## src/hdl/hhfe_pkg.sv

```systemverilog
// Package for the HTTP header field extractor: result codes, field tags,
// parser phase codes, header prefix tables and the result record type.
// No dependencies; used by every file of the block.
`timescale 1ns / 1ps
`default_nettype none

package hhfe_pkg;

  // Width of the Content-Length accumulator.
  localparam int LENGTH_BITS = 32;

  // Output beat layout.
  localparam int TDATA_OUT_BITS = 56;
  localparam int TDATA_IN_BITS  = 8;

  typedef enum logic [1:0] {
    RES_BYTE    = 2'd0,
    RES_END     = 2'd1,
    RES_SUMMARY = 2'd2
  } res_kind_e;

  // Field tags.
  localparam logic [2:0] TAG_TOKEN0 = 3'd0;
  localparam logic [2:0] TAG_TOKEN1 = 3'd1;
  localparam logic [2:0] TAG_TOKEN2 = 3'd2;
  localparam logic [2:0] TAG_HOST   = 3'd3;
  localparam logic [2:0] TAG_TYPE   = 3'd4;
  localparam logic [2:0] TAG_CHARSET = 3'd5;
  localparam logic [2:0] TAG_LENGTH = 3'd6;
  localparam logic [2:0] TAG_BODY   = 3'd7;
  localparam logic [2:0] TAG_NONE   = 3'd7;

  // Parser phases; codes 6 and 7 behave as body.
  localparam logic [2:0] PH_TOKEN0 = 3'd0;
  localparam logic [2:0] PH_TOKEN1 = 3'd1;
  localparam logic [2:0] PH_TOKEN2 = 3'd2;
  localparam logic [2:0] PH_HNAME  = 3'd3;
  localparam logic [2:0] PH_HVALUE = 3'd4;
  localparam logic [2:0] PH_BODY   = 3'd5;

  localparam logic [7:0] CH_CR    = 8'h0D;
  localparam logic [7:0] CH_LF    = 8'h0A;
  localparam logic [7:0] CH_SPACE = 8'h20;
  localparam logic [7:0] CH_SEMI  = 8'h3B;
  localparam logic [7:0] CH_ZERO  = 8'h30;
  localparam logic [7:0] CH_NINE  = 8'h39;

  // Header prefixes, padded with zeros to 16 bytes, first character in the top byte.
  localparam logic [127:0] HOST_TEXT = {"Host: ", {10{8'h00}}};
  localparam logic [127:0] TYPE_TEXT = {"Content-Type: ", {2{8'h00}}};
  localparam logic [127:0] LEN_TEXT  = "Content-Length: ";

  // Prefix slot numbers within the match flags.
  localparam logic [1:0] PFX_HOST = 2'd0;
  localparam logic [1:0] PFX_TYPE = 2'd1;
  localparam logic [1:0] PFX_LEN  = 2'd2;

  localparam logic [9:0] STATUS_MAX = 10'd999;

  typedef struct packed {
    res_kind_e        kind;
    logic [2:0]       tag;
    logic [7:0]       chr;
    logic [31:0]      len;
    logic [9:0]       status;
    logic             last;
  } res_t;

  function automatic logic [7:0] prefix_byte(input logic [1:0] k, input logic [3:0] pos);
    logic [127:0] text;
    begin
      unique case (k)
        PFX_HOST: text = HOST_TEXT;
        PFX_TYPE: text = TYPE_TEXT;
        PFX_LEN:  text = LEN_TEXT;
        default:  text = '0;
      endcase
      prefix_byte = text[8 * (4'd15 - pos) +: 8];
    end
  endfunction

  function automatic logic [4:0] prefix_len(input logic [1:0] k);
    begin
      unique case (k)
        PFX_HOST: prefix_len = 5'd6;
        PFX_TYPE: prefix_len = 5'd14;
        PFX_LEN:  prefix_len = 5'd16;
        default:  prefix_len = 5'd0;
      endcase
    end
  endfunction

  function automatic logic [2:0] prefix_tag(input logic [1:0] k);
    begin
      unique case (k)
        PFX_HOST: prefix_tag = TAG_HOST;
        PFX_TYPE: prefix_tag = TAG_TYPE;
        PFX_LEN:  prefix_tag = TAG_LENGTH;
        default:  prefix_tag = TAG_NONE;
      endcase
    end
  endfunction

endpackage

`default_nettype wire

```

## src/hdl/http_header_field_extractor_core.sv

```systemverilog
// Results: each taken byte writes its results into a registered queue that feeds the master side.
// Throughput: one byte per cycle while each byte gives at most one result and the master
// side is ready; a byte that gives two results (a byte result plus the summary, or ';'
// plus its end marker) takes two output beats. A four-entry result queue sets the figure.
// Reset: clears the parser state, sets message_kind to request and empties the queue.
// Top level of the HTTP header field extractor; depends on hhfe_pkg.
`timescale 1ns / 1ps
`default_nettype none

module http_header_field_extractor_core (
  input  wire logic        clk_i,
  input  wire logic        rst_ni,
  input  wire logic        cfg_we_i,
  input  wire logic        cfg_wdata_i,     // message_kind
  input  wire logic        s_axis_tvalid,
  output logic             s_axis_tready,
  input  wire logic [hhfe_pkg::TDATA_IN_BITS-1:0] s_axis_tdata,  // [7:0] data_byte
  input  wire logic        s_axis_tlast,    // end_of_message
  output logic             m_axis_tvalid,
  input  wire logic        m_axis_tready,
  // [2:0] field_tag, [10:3] field_char, [42:11] length_value,
  // [52:43] status_value, [55:53] zero
  output logic [hhfe_pkg::TDATA_OUT_BITS-1:0] m_axis_tdata,
  output logic [1:0]       m_axis_tuser,    // [1:0] result_kind
  output logic             m_axis_tlast     // last_of_run
);

  localparam int LB = hhfe_pkg::LENGTH_BITS;

  logic             kind_q;
  logic [2:0]       phase_q, phase_d;
  logic [4:0]       pos_q, pos_d;
  logic [2:0]       flags_q, flags_d;
  logic [2:0]       af_q, af_d;
  logic [1:0]       lbr_q, lbr_d;
  logic [LB-1:0]    len_q, len_d;
  logic [9:0]       st_q, st_d;
  logic             dc_q, dc_d;

  logic             accept;
  logic [7:0]       b;
  logic             eom;
  logic             brk;
  logic             is_digit;
  logic [3:0]       dval;
  logic [LB+3:0]    len_wide;
  logic [LB-1:0]    len_next;
  logic [13:0]      st_wide;
  logic [9:0]       st_next;
  logic [2:0]       flags_eff;
  logic [2:0]       pfx_hit;
  logic [2:0]       pfx_done;
  logic [7:0]       expect_ch;
  logic [63:0]      len_ext;
  logic [31:0]      sum_len;
  logic [9:0]       sum_st;

  logic                 m0_v, m1_v;
  hhfe_pkg::res_kind_e  m0_kind;
  logic [2:0]           m0_tag;
  logic [7:0]           m0_chr;
  hhfe_pkg::res_t       r0, r1, sum_r, m0_r, m1_r;
  logic [1:0]           n_res;

  // Result queue.
  hhfe_pkg::res_t   mem_q [4];
  logic [1:0]       wr_q, rd_q;
  logic [2:0]       cnt_q;
  logic             pop;
  logic [1:0]       push_n;

  assign s_axis_tready = (cnt_q <= 3'd2);
  assign accept        = s_axis_tvalid & s_axis_tready;
  assign pop           = m_axis_tvalid & m_axis_tready;

  assign b        = s_axis_tdata[7:0];
  assign eom      = s_axis_tlast;
  assign brk      = (b == hhfe_pkg::CH_CR) || (b == hhfe_pkg::CH_LF);
  assign is_digit = (b >= hhfe_pkg::CH_ZERO) && (b <= hhfe_pkg::CH_NINE);
  assign dval     = 4'(b - hhfe_pkg::CH_ZERO);

  // Decimal steps: x*10 + d built from shifts, saturating at the field maximum.
  assign len_wide = ((LB + 4)'(len_q) << 3) + ((LB + 4)'(len_q) << 1) + (LB + 4)'(dval);
  assign len_next = (|len_wide[LB+3:LB]) ? {LB{1'b1}} : len_wide[LB-1:0];
  assign st_wide  = (14'(st_q) << 3) + (14'(st_q) << 1) + 14'(dval);
  assign st_next  = (st_wide > 14'(hhfe_pkg::STATUS_MAX)) ? hhfe_pkg::STATUS_MAX
                                                           : st_wide[9:0];

  // Host is matched only in requests.
  assign flags_eff = kind_q ? (flags_q & 3'b110) : flags_q;

  always_comb begin
    for (int k = 0; k < 3; k++) begin
      pfx_hit[k]  = flags_eff[k] && (pos_q < hhfe_pkg::prefix_len(2'(k))) &&
                    (hhfe_pkg::prefix_byte(2'(k), pos_q[3:0]) == b);
      pfx_done[k] = pfx_hit[k] && (pos_q == hhfe_pkg::prefix_len(2'(k)) - 5'd1);
    end
  end

  // The blank line is CR LF CR LF; even positions expect CR.
  assign expect_ch = lbr_q[0] ? hhfe_pkg::CH_LF : hhfe_pkg::CH_CR;

  always_comb begin
    phase_d = phase_q;
    pos_d   = pos_q;
    flags_d = flags_q;
    af_d    = af_q;
    lbr_d   = lbr_q;
    len_d   = len_q;
    st_d    = st_q;
    dc_d    = dc_q;
    m0_v    = 1'b0;
    m0_kind = hhfe_pkg::RES_BYTE;
    m0_tag  = hhfe_pkg::TAG_TOKEN0;
    m0_chr  = b;
    m1_v    = 1'b0;
    len_ext = '0;
    sum_len = '0;
    sum_st  = '0;

    unique case (phase_q)
      hhfe_pkg::PH_TOKEN0: begin
        if (brk || b == hhfe_pkg::CH_SPACE) begin
          m0_v    = !eom;
          m0_kind = hhfe_pkg::RES_END;
          m0_tag  = hhfe_pkg::TAG_TOKEN0;
          if (brk) begin
            phase_d = hhfe_pkg::PH_HNAME;
            pos_d   = '0;
            flags_d = 3'b111;
            af_d    = hhfe_pkg::TAG_NONE;
          end else begin
            phase_d = hhfe_pkg::PH_TOKEN1;
            dc_d    = 1'b0;
          end
        end else begin
          m0_v   = 1'b1;
          m0_tag = hhfe_pkg::TAG_TOKEN0;
        end
      end
      hhfe_pkg::PH_TOKEN1: begin
        if (brk || b == hhfe_pkg::CH_SPACE) begin
          // Responses carry the status code here, which is never tagged.
          m0_v    = !eom && !kind_q;
          m0_kind = hhfe_pkg::RES_END;
          m0_tag  = hhfe_pkg::TAG_TOKEN1;
          if (brk) begin
            phase_d = hhfe_pkg::PH_HNAME;
            pos_d   = '0;
            flags_d = 3'b111;
            af_d    = hhfe_pkg::TAG_NONE;
          end else begin
            phase_d = hhfe_pkg::PH_TOKEN2;
          end
        end else if (kind_q) begin
          if (!dc_q) begin
            if (is_digit) st_d = st_next;
            else          dc_d = 1'b1;
          end
        end else begin
          m0_v   = 1'b1;
          m0_tag = hhfe_pkg::TAG_TOKEN1;
        end
      end
      hhfe_pkg::PH_TOKEN2: begin
        m0_tag = hhfe_pkg::TAG_TOKEN2;
        if (brk) begin
          m0_v    = !eom;
          m0_kind = hhfe_pkg::RES_END;
          phase_d = hhfe_pkg::PH_HNAME;
          pos_d   = '0;
          flags_d = 3'b111;
          af_d    = hhfe_pkg::TAG_NONE;
        end else begin
          m0_v = 1'b1;
        end
      end
      hhfe_pkg::PH_HNAME: begin
        if (brk) begin
          pos_d   = '0;
          flags_d = 3'b111;
          af_d    = hhfe_pkg::TAG_NONE;
        end else begin
          flags_d = pfx_hit;
          pos_d   = (&pos_q) ? pos_q : pos_q + 5'd1;
          for (int k = 0; k < 3; k++) begin
            if (pfx_done[k]) begin
              phase_d = hhfe_pkg::PH_HVALUE;
              af_d    = hhfe_pkg::prefix_tag(2'(k));
              if (2'(k) == hhfe_pkg::PFX_LEN) begin
                len_d = '0;
                dc_d  = 1'b0;
              end
            end
          end
        end
      end
      hhfe_pkg::PH_HVALUE: begin
        m0_tag = af_q;
        if (brk) begin
          m0_v    = !eom && (af_q >= hhfe_pkg::TAG_HOST) && (af_q <= hhfe_pkg::TAG_LENGTH);
          m0_kind = hhfe_pkg::RES_END;
          phase_d = hhfe_pkg::PH_HNAME;
          pos_d   = '0;
          flags_d = 3'b111;
          af_d    = hhfe_pkg::TAG_NONE;
        end else begin
          unique case (af_q)
            hhfe_pkg::TAG_HOST: m0_v = 1'b1;
            hhfe_pkg::TAG_TYPE: begin
              m0_v = 1'b1;
              // In responses the media type ends at ';' and the charset follows.
              if (kind_q && b == hhfe_pkg::CH_SEMI) begin
                m1_v = !eom;
                af_d = hhfe_pkg::TAG_CHARSET;
              end
            end
            hhfe_pkg::TAG_CHARSET: m0_v = (b != hhfe_pkg::CH_SPACE);
            hhfe_pkg::TAG_LENGTH: begin
              m0_v = 1'b1;
              if (!dc_q) begin
                if (is_digit) len_d = len_next;
                else          dc_d  = 1'b1;
              end
            end
            default: m0_v = 1'b0;
          endcase
        end
      end
      default: begin
        m0_v   = 1'b1;
        m0_tag = hhfe_pkg::TAG_BODY;
      end
    endcase

    if (phase_q < hhfe_pkg::PH_BODY) begin
      if (b == expect_ch) begin
        if (lbr_q == 2'd3) begin
          phase_d = hhfe_pkg::PH_BODY;
          lbr_d   = '0;
          af_d    = hhfe_pkg::TAG_NONE;
        end else begin
          lbr_d = lbr_q + 2'd1;
        end
      end else begin
        lbr_d = (b == hhfe_pkg::CH_CR) ? 2'd1 : 2'd0;
      end
    end

    // The summary reports the values after this byte, before the message state clears.
    len_ext = 64'(len_d);
    sum_len = (|len_ext[63:32]) ? 32'hFFFF_FFFF : len_ext[31:0];
    sum_st  = st_d;

    if (eom) begin
      phase_d = hhfe_pkg::PH_TOKEN0;
      pos_d   = '0;
      flags_d = 3'b111;
      af_d    = hhfe_pkg::TAG_NONE;
      lbr_d   = '0;
      len_d   = '0;
      st_d    = '0;
      dc_d    = 1'b0;
    end
  end

  // Assemble up to two results in order: main results first, summary last.
  always_comb begin
    m0_r        = '0;
    m0_r.kind   = m0_kind;
    m0_r.tag    = m0_tag;
    m0_r.chr    = (m0_kind == hhfe_pkg::RES_BYTE) ? m0_chr : 8'h00;
    m1_r        = '0;
    m1_r.kind   = hhfe_pkg::RES_END;
    m1_r.tag    = hhfe_pkg::TAG_TYPE;
    sum_r        = '0;
    sum_r.kind   = hhfe_pkg::RES_SUMMARY;
    sum_r.len    = sum_len;
    sum_r.status = sum_st;
    sum_r.last   = 1'b1;
    r0 = '0;
    r1 = '0;
    n_res = 2'd0;
    if (m0_v) begin
      r0 = m0_r;
      if (m1_v) begin
        r1      = m1_r;
        r1.last = 1'b1;
        n_res   = 2'd2;
      end else if (eom) begin
        r1    = sum_r;
        n_res = 2'd2;
      end else begin
        r0.last = 1'b1;
        n_res   = 2'd1;
      end
    end else if (eom) begin
      r0    = sum_r;
      n_res = 2'd1;
    end
  end

  // The mode register takes a write at any edge; parser state moves only on a taken beat.
  always_ff @(posedge clk_i or negedge rst_ni) begin
    if (!rst_ni) begin
      kind_q  <= 1'b0;
      phase_q <= hhfe_pkg::PH_TOKEN0;
      pos_q   <= '0;
      flags_q <= 3'b111;
      af_q    <= hhfe_pkg::TAG_NONE;
      lbr_q   <= '0;
      len_q   <= '0;
      st_q    <= '0;
      dc_q    <= 1'b0;
    end else begin
      if (cfg_we_i) begin
        kind_q <= cfg_wdata_i;
      end
      if (accept) begin
        phase_q <= phase_d;
        pos_q   <= pos_d;
        flags_q <= flags_d;
        af_q    <= af_d;
        lbr_q   <= lbr_d;
        len_q   <= len_d;
        st_q    <= st_d;
        dc_q    <= dc_d;
      end
    end
  end

  assign push_n = accept ? n_res : 2'd0;

  always_ff @(posedge clk_i or negedge rst_ni) begin
    if (!rst_ni) begin
      wr_q  <= '0;
      rd_q  <= '0;
      cnt_q <= '0;
    end else begin
      wr_q  <= wr_q + push_n;
      rd_q  <= rd_q + 2'(pop);
      cnt_q <= cnt_q + 3'(push_n) - 3'(pop);
    end
  end

  always_ff @(posedge clk_i) begin
    if (push_n != 2'd0) begin
      mem_q[wr_q] <= r0;
    end
    if (push_n == 2'd2) begin
      mem_q[wr_q + 2'd1] <= r1;
    end
  end

  assign m_axis_tvalid = (cnt_q != 3'd0);
  assign m_axis_tuser  = mem_q[rd_q].kind;
  assign m_axis_tlast  = mem_q[rd_q].last;
  assign m_axis_tdata  = {3'b000, mem_q[rd_q].status, mem_q[rd_q].len,
                          mem_q[rd_q].chr, mem_q[rd_q].tag};

endmodule

`default_nettype wire

```

## config.mk

```make
export PLATFORM = sky130hd
export DESIGN_NAME = http_header_field_extractor_core
export DESIGN_NICKNAME = d
export VERILOG_FILES = /design/src/hdl/hhfe_pkg.sv /design/src/hdl/http_header_field_extractor_core.sv
export SDC_FILE = /design/constraint.sdc
export NUM_CORES = 1
export LEC_CHECK = 0
export BUFFER_PORTS_ARGS = -buffer_cell sky130_fd_sc_hd__buf_2
export CORE_ASPECT_RATIO = 1.1
export CORE_MARGIN = 10
export CORE_UTILIZATION = 60
export CTS_BUF_LIST = sky130_fd_sc_hd__clkbuf_4
export CTS_CLUSTER_SIZE = 40
export DETAILED_ROUTE_END_ITERATION = 6
export GPL_TIMING_DRIVEN = 0
export PLACE_DENSITY = 0.85
export SKIP_CTS_REPAIR_TIMING = 1
export SYNTH_ARGS = -nofsm -noshare
export SYNTH_HDL_FRONTEND = slang
export SYNTH_SLANG_ARGS = --single-unit
```

## constraint.sdc

```tcl
create_clock -name clk_i -period 6.8 [get_ports clk_i]
set_input_delay 0.68 -clock clk_i [delete_from_list [all_inputs] [get_ports clk_i]]
set_output_delay 0.68 -clock clk_i [all_outputs]
set_load 0.005 [all_outputs]
```

==> After elaboration in Yosys (flattened, before gate mapping) <==
Memories as Yosys holds them, arrays and structs flattened.
Cells that the tools add are included.
{ "classes": {"add_sub_neg": 13, "magnitude_cmp": 10, "n_eq_ne": 32, "shift": 3, "n_mux": 107, "bitwise_logic": 2, "reduce_logical": 35} }
{ "ops": {"columns": ["op", "n"], "rows": [
  ["$shiftx A128 B33 Y8 const A", 3],
  ["$mux W32", 8],
  ["$mux W56", 4],
  ["$mux W3", 29],
  ["$mux W10", 7],
  ["$pmux W32 S2", 1],
  ["$add A35 B33 Y36", 1],
  ["$add A36 B4 Y36", 1],
  ["$pmux W3 S4", 3],
  ["$mux W1", 34],
  ["$mux W5", 5],
  ["$eq A8 B8 Y1", 3],
  ["$ne A3 B3 Y1 const B", 8],
  ["$mux W2", 9],
  ["$eq A8 B4 Y1 const B", 2],
  ["$eq A8 B6 Y1 const B", 2],
  ["$pmux W5 S3", 1],
  ["$add A13 B11 Y14", 1],
  ["$add A14 B4 Y14", 1],
  ["$gt A14 B10 Y1 const B", 1],
  ["$logic_and A1 B1 Y1", 14],
  ["$eq A3 B3 Y1 const B", 4],
  ["$eq A5 B4 Y1 const B", 2],
  ["$reduce_and A10 Y1", 1],
  ["other kinds (46)", 57]
]} }
{ "totals": {"register_bits": 67, "ram_bits": 224, "inputBits": 15, "elab_cells": 215, "memories": 1} }
{ "memory_table": {"columns": ["memory", "words", "width", "rd", "rd_clocked_by_memory_dff", "write_ports", "line", "rtl"], "rows": [
  ["mem_q", 4, 56, 1, 0, 2, "http_header_field_extractor_core.sv:66", "hhfe_pkg::res_t mem_q [4];"]
]} }

==> Logic depth before layout (Yosys ltp) <==
{ "logic_depth": {"depth_word": 14, "depth_mapped": 17, "ltp_nobuf": 15} }

==> Worst setup path before layout <==
No wires, ideal clock.
{ "synth_timing": {"path_type": "input to register", "start": "in s_axis_tdata[2] (netlist bit)", "end": "mem mem_q[3][0] (netlist bit) (enable)", "setup_ps": 513, "arrival_time_ps": 5529, "setup_slack_ps": 758, "cell_stages": 7, "n_path_buf": 1, "path_cell_list": "buf_2 or4b_1 or3_1 nand2b_1 a21oi_1 inv_2 o21ai_0"} }
{ "synth_lines": {"columns": ["element", "line", "rtl"], "rows": [
  ["from (decl)", "http_header_field_extractor_core.sv:17", "input wire logic [hhfe_pkg::TDATA_IN_BITS-1:0] s_axis_tdata,"],
  ["to (decl)", "http_header_field_extractor_core.sv:66", null]
]} }

==> impl_metrics.ini <==
[synthesis]
synthCells = 1730
synth-seq-cells = 291
yosysWarnings = 0
synthTopCellsByArea = edfxtp_1 31%, dfrtp_1 8.5%, mux4_2 7.0%
synth_top_flop_cell = edfxtp_1
synth_edf_count = 184
synth_top_cell_by_area = edfxtp_1
seq_area_frac_synth_pct = 44.7
postSynth.asyncResetShare_pct = 23.0
yosysUniqueCellTypes = 105
netlist_area_sq_um = 17900
syn_area_per_cell_sq_um = 10.4
synth_top_area_share_pct = 30.8

[global_route]
overflow = 0
antenna_found_initial = 1
grt_max_degree = 65
grt_pass1_wl_microns = 82900
grt_pass1_vias = 15200
grtUsageTotal_pct = 28.1

[routing]
wl_met2_microns = 24600
wl_met3_microns = 6180
drt-total-wl_microns = 52600
drc = 0
dr.first_iter.drc_count = 2043
vias = 15400
via_per_inst = 6.68
drt_pass1_iterations = 6
wl_met1_microns = 19800
wire_per_inst_microns = 22.7
dr.max_layer_used = met4
postRouteAntennaNets = 0

[critical_path]
crit_path_max_fanout = 5
critPathLaunchType = flop
rrSetupSlack_ns = 1.75
cp.arrival_ns = 5.52
worstSetupPathType = reg2reg
endpoint_kind = flop
worstReg2RegEnd = mem_q[0][29]
cp.required_ns = 7.26
reg2reg_depth = 12
regToRegStartpoint = len_q[0]

[timing]
timing.hold.ws_ns = 0.209
rsz0062_at_grt = false
tightest_slew_ns = 1.37
finalHoldViolations = 0
fin_crit_sh_pct = 74.3
finalCriticalPeriod_ns = 5.05
setup_viol = 0
slew_headroom_pct = 7.82
max_freq_mhz = 198
drv_slew = 0
skew_ns = 0.0575

[floorplan]
ios = 76
die_h_microns = 201
start_util_pct = 60.8
rows = 66
die-area_sq_um = 37200
fp.dieW_microns = 185
core_sq_um = 29500

[layout]
drive_above_1_share_pct = 20.0
fillers = 2162
layout_common_cells = 201 x nor2_1, 184 x edfxtp_1, 174 x a21oi_1
area_growth_pct = 10.8
post-route-util_pct = 67.4
final_nets = 2000
final_common_cell = nor2_1

[hold_path]
worst_hold_path_type = in2reg
min_from = cfg_wdata_i
hold_depth = 2
hold_end = kind_q

[placement]
dp_hpwl_microns = 38500
globalplace.congestion = 0.975
portBuffers = 71

[run]
maxCapViolations = 0

[clocking]
cts.sinks = 291
cts_max_level = 3
path_clk_slew_ns = 0.07
cts-root-buf = clkbuf_4
cts_tree = yes
numCtsBuffers = 72
cts_max_path_buffers = 3
worstSkewPairLatency_ns = 0.74

[status]
outcome = complete, no violations

[power_and_ir_drop]
p_leak_uw = 0.00764
ir_drop_mv = 0.156
powerDensity_nw_per_um2 = 334
## layer usage
metal | vias up | global-route usage, %
li1 | 6864 | -
met1 | 7377 | 36.2
met2 | 1050 | 43.9
met3 | 158 | 6.65
met4 | 0 | 12.8
met5 | - | 0
## through the flow
stage / worst slack, ns / TNS [ns] / instances / instance area, sq um / power (uW)
CTS: 1.92 / 0 / 2309 / 19800 / 6600
global placement: -2.29 / -104.96 / 2177 / 18800 / 4960
floorplan: 0.758 / 0 / 1732 / 17900 / 4140
detailed placement: 1.33 / 0 / 2183 / 18900 / 5070
global route: 1.47 / 0 / 2311 / 19900 / 6970
finish: 1.75 / 0 / 2311 / 19900 / 6630
## worst max-delay path by stage
stage	endpoint	startpoint
after floorplan	mem_q[3][0]	s_axis_tdata[2]
after global placement	mem_q[3][32]	s_axis_tdata[1]
after detailed placement	mem_q[1][38]	s_axis_tdata[3]
after CTS	mem_q[0][29]	len_q[0]
after global routing	mem_q[0][29]	len_q[0]
final	mem_q[0][29]	len_q[0]
## cell usage after synthesis (35+ instances only)
cell type  count
a21oi_1      174
clkbuf_1      61
dfrtp_1       61
dfxtp_1       40
edfxtp_1     184
ha_1          96
inv_1         49
mux4_2        56
nand2_1      159
nand3_1       35
nor2_1       201
o21ai_0      101
## report_power, final
group          internal [uW]  switching (uW)  total [uW]
Sequential              2260             188        2450
Combinational           1030            1610        2640
Clock                    813             739        1550
## logic make-up (layout without fill, tap and decap cells)
group | after synthesis | in the layout | share of synthesized area, %
simple gates | 559 | 559 | 14.8
xor+xnor | 45 | 45 | 2.20
other cells | 1 | 4 | 0.0209
flops | 291 | 291 | 44.7
buf+inv | 166 | 370 | 4.10
compound gates | 498 | 498 | 19.1
mux | 69 | 69 | 7.84
fa+ha+maj | 101 | 101 | 7.26
## flip-flops by register name, indices dropped and copies added, names as in the netlist, 3 cells and up
name / flops
mem_q: 224
len_q: 32
st_q: 10
pos_q: 5
af_q: 3
cnt_q: 3
flags_q: 3
phase_q: 3
## critical path, cell delays in order (launching register included)
cell       delay [ns]
dfrtp_1          0.44
inv_1            0.10
fa_1             0.52
fa_1             0.49
nand2b_1         0.21
a21oi_1          0.25
o2111ai_1        0.27
a2111oi_2        0.52
o21bai_1         0.13
xnor2_1          0.20
nor4_1           0.85
a21boi_1         0.39
o221a_2          0.41
## area by class of cell
type | count | area, sq um | share of cell area, %
plain buffers | 115 | 543 | 2.73
repair buffers | 78 | 495 | 2.49
multi-input cells | 1275 | 9200 | 46.3
clock buffers | 110 | 826 | 4.16
well taps | 374 | 468 | 2.36
diodes | 1 | 2.50 | 0.0126
clock inverters | 16 | 121 | 0.611
flip-flops and latches | 291 | 8010 | 40.3
inverters | 51 | 191 | 0.964
(Power assumes the default switching activity.)
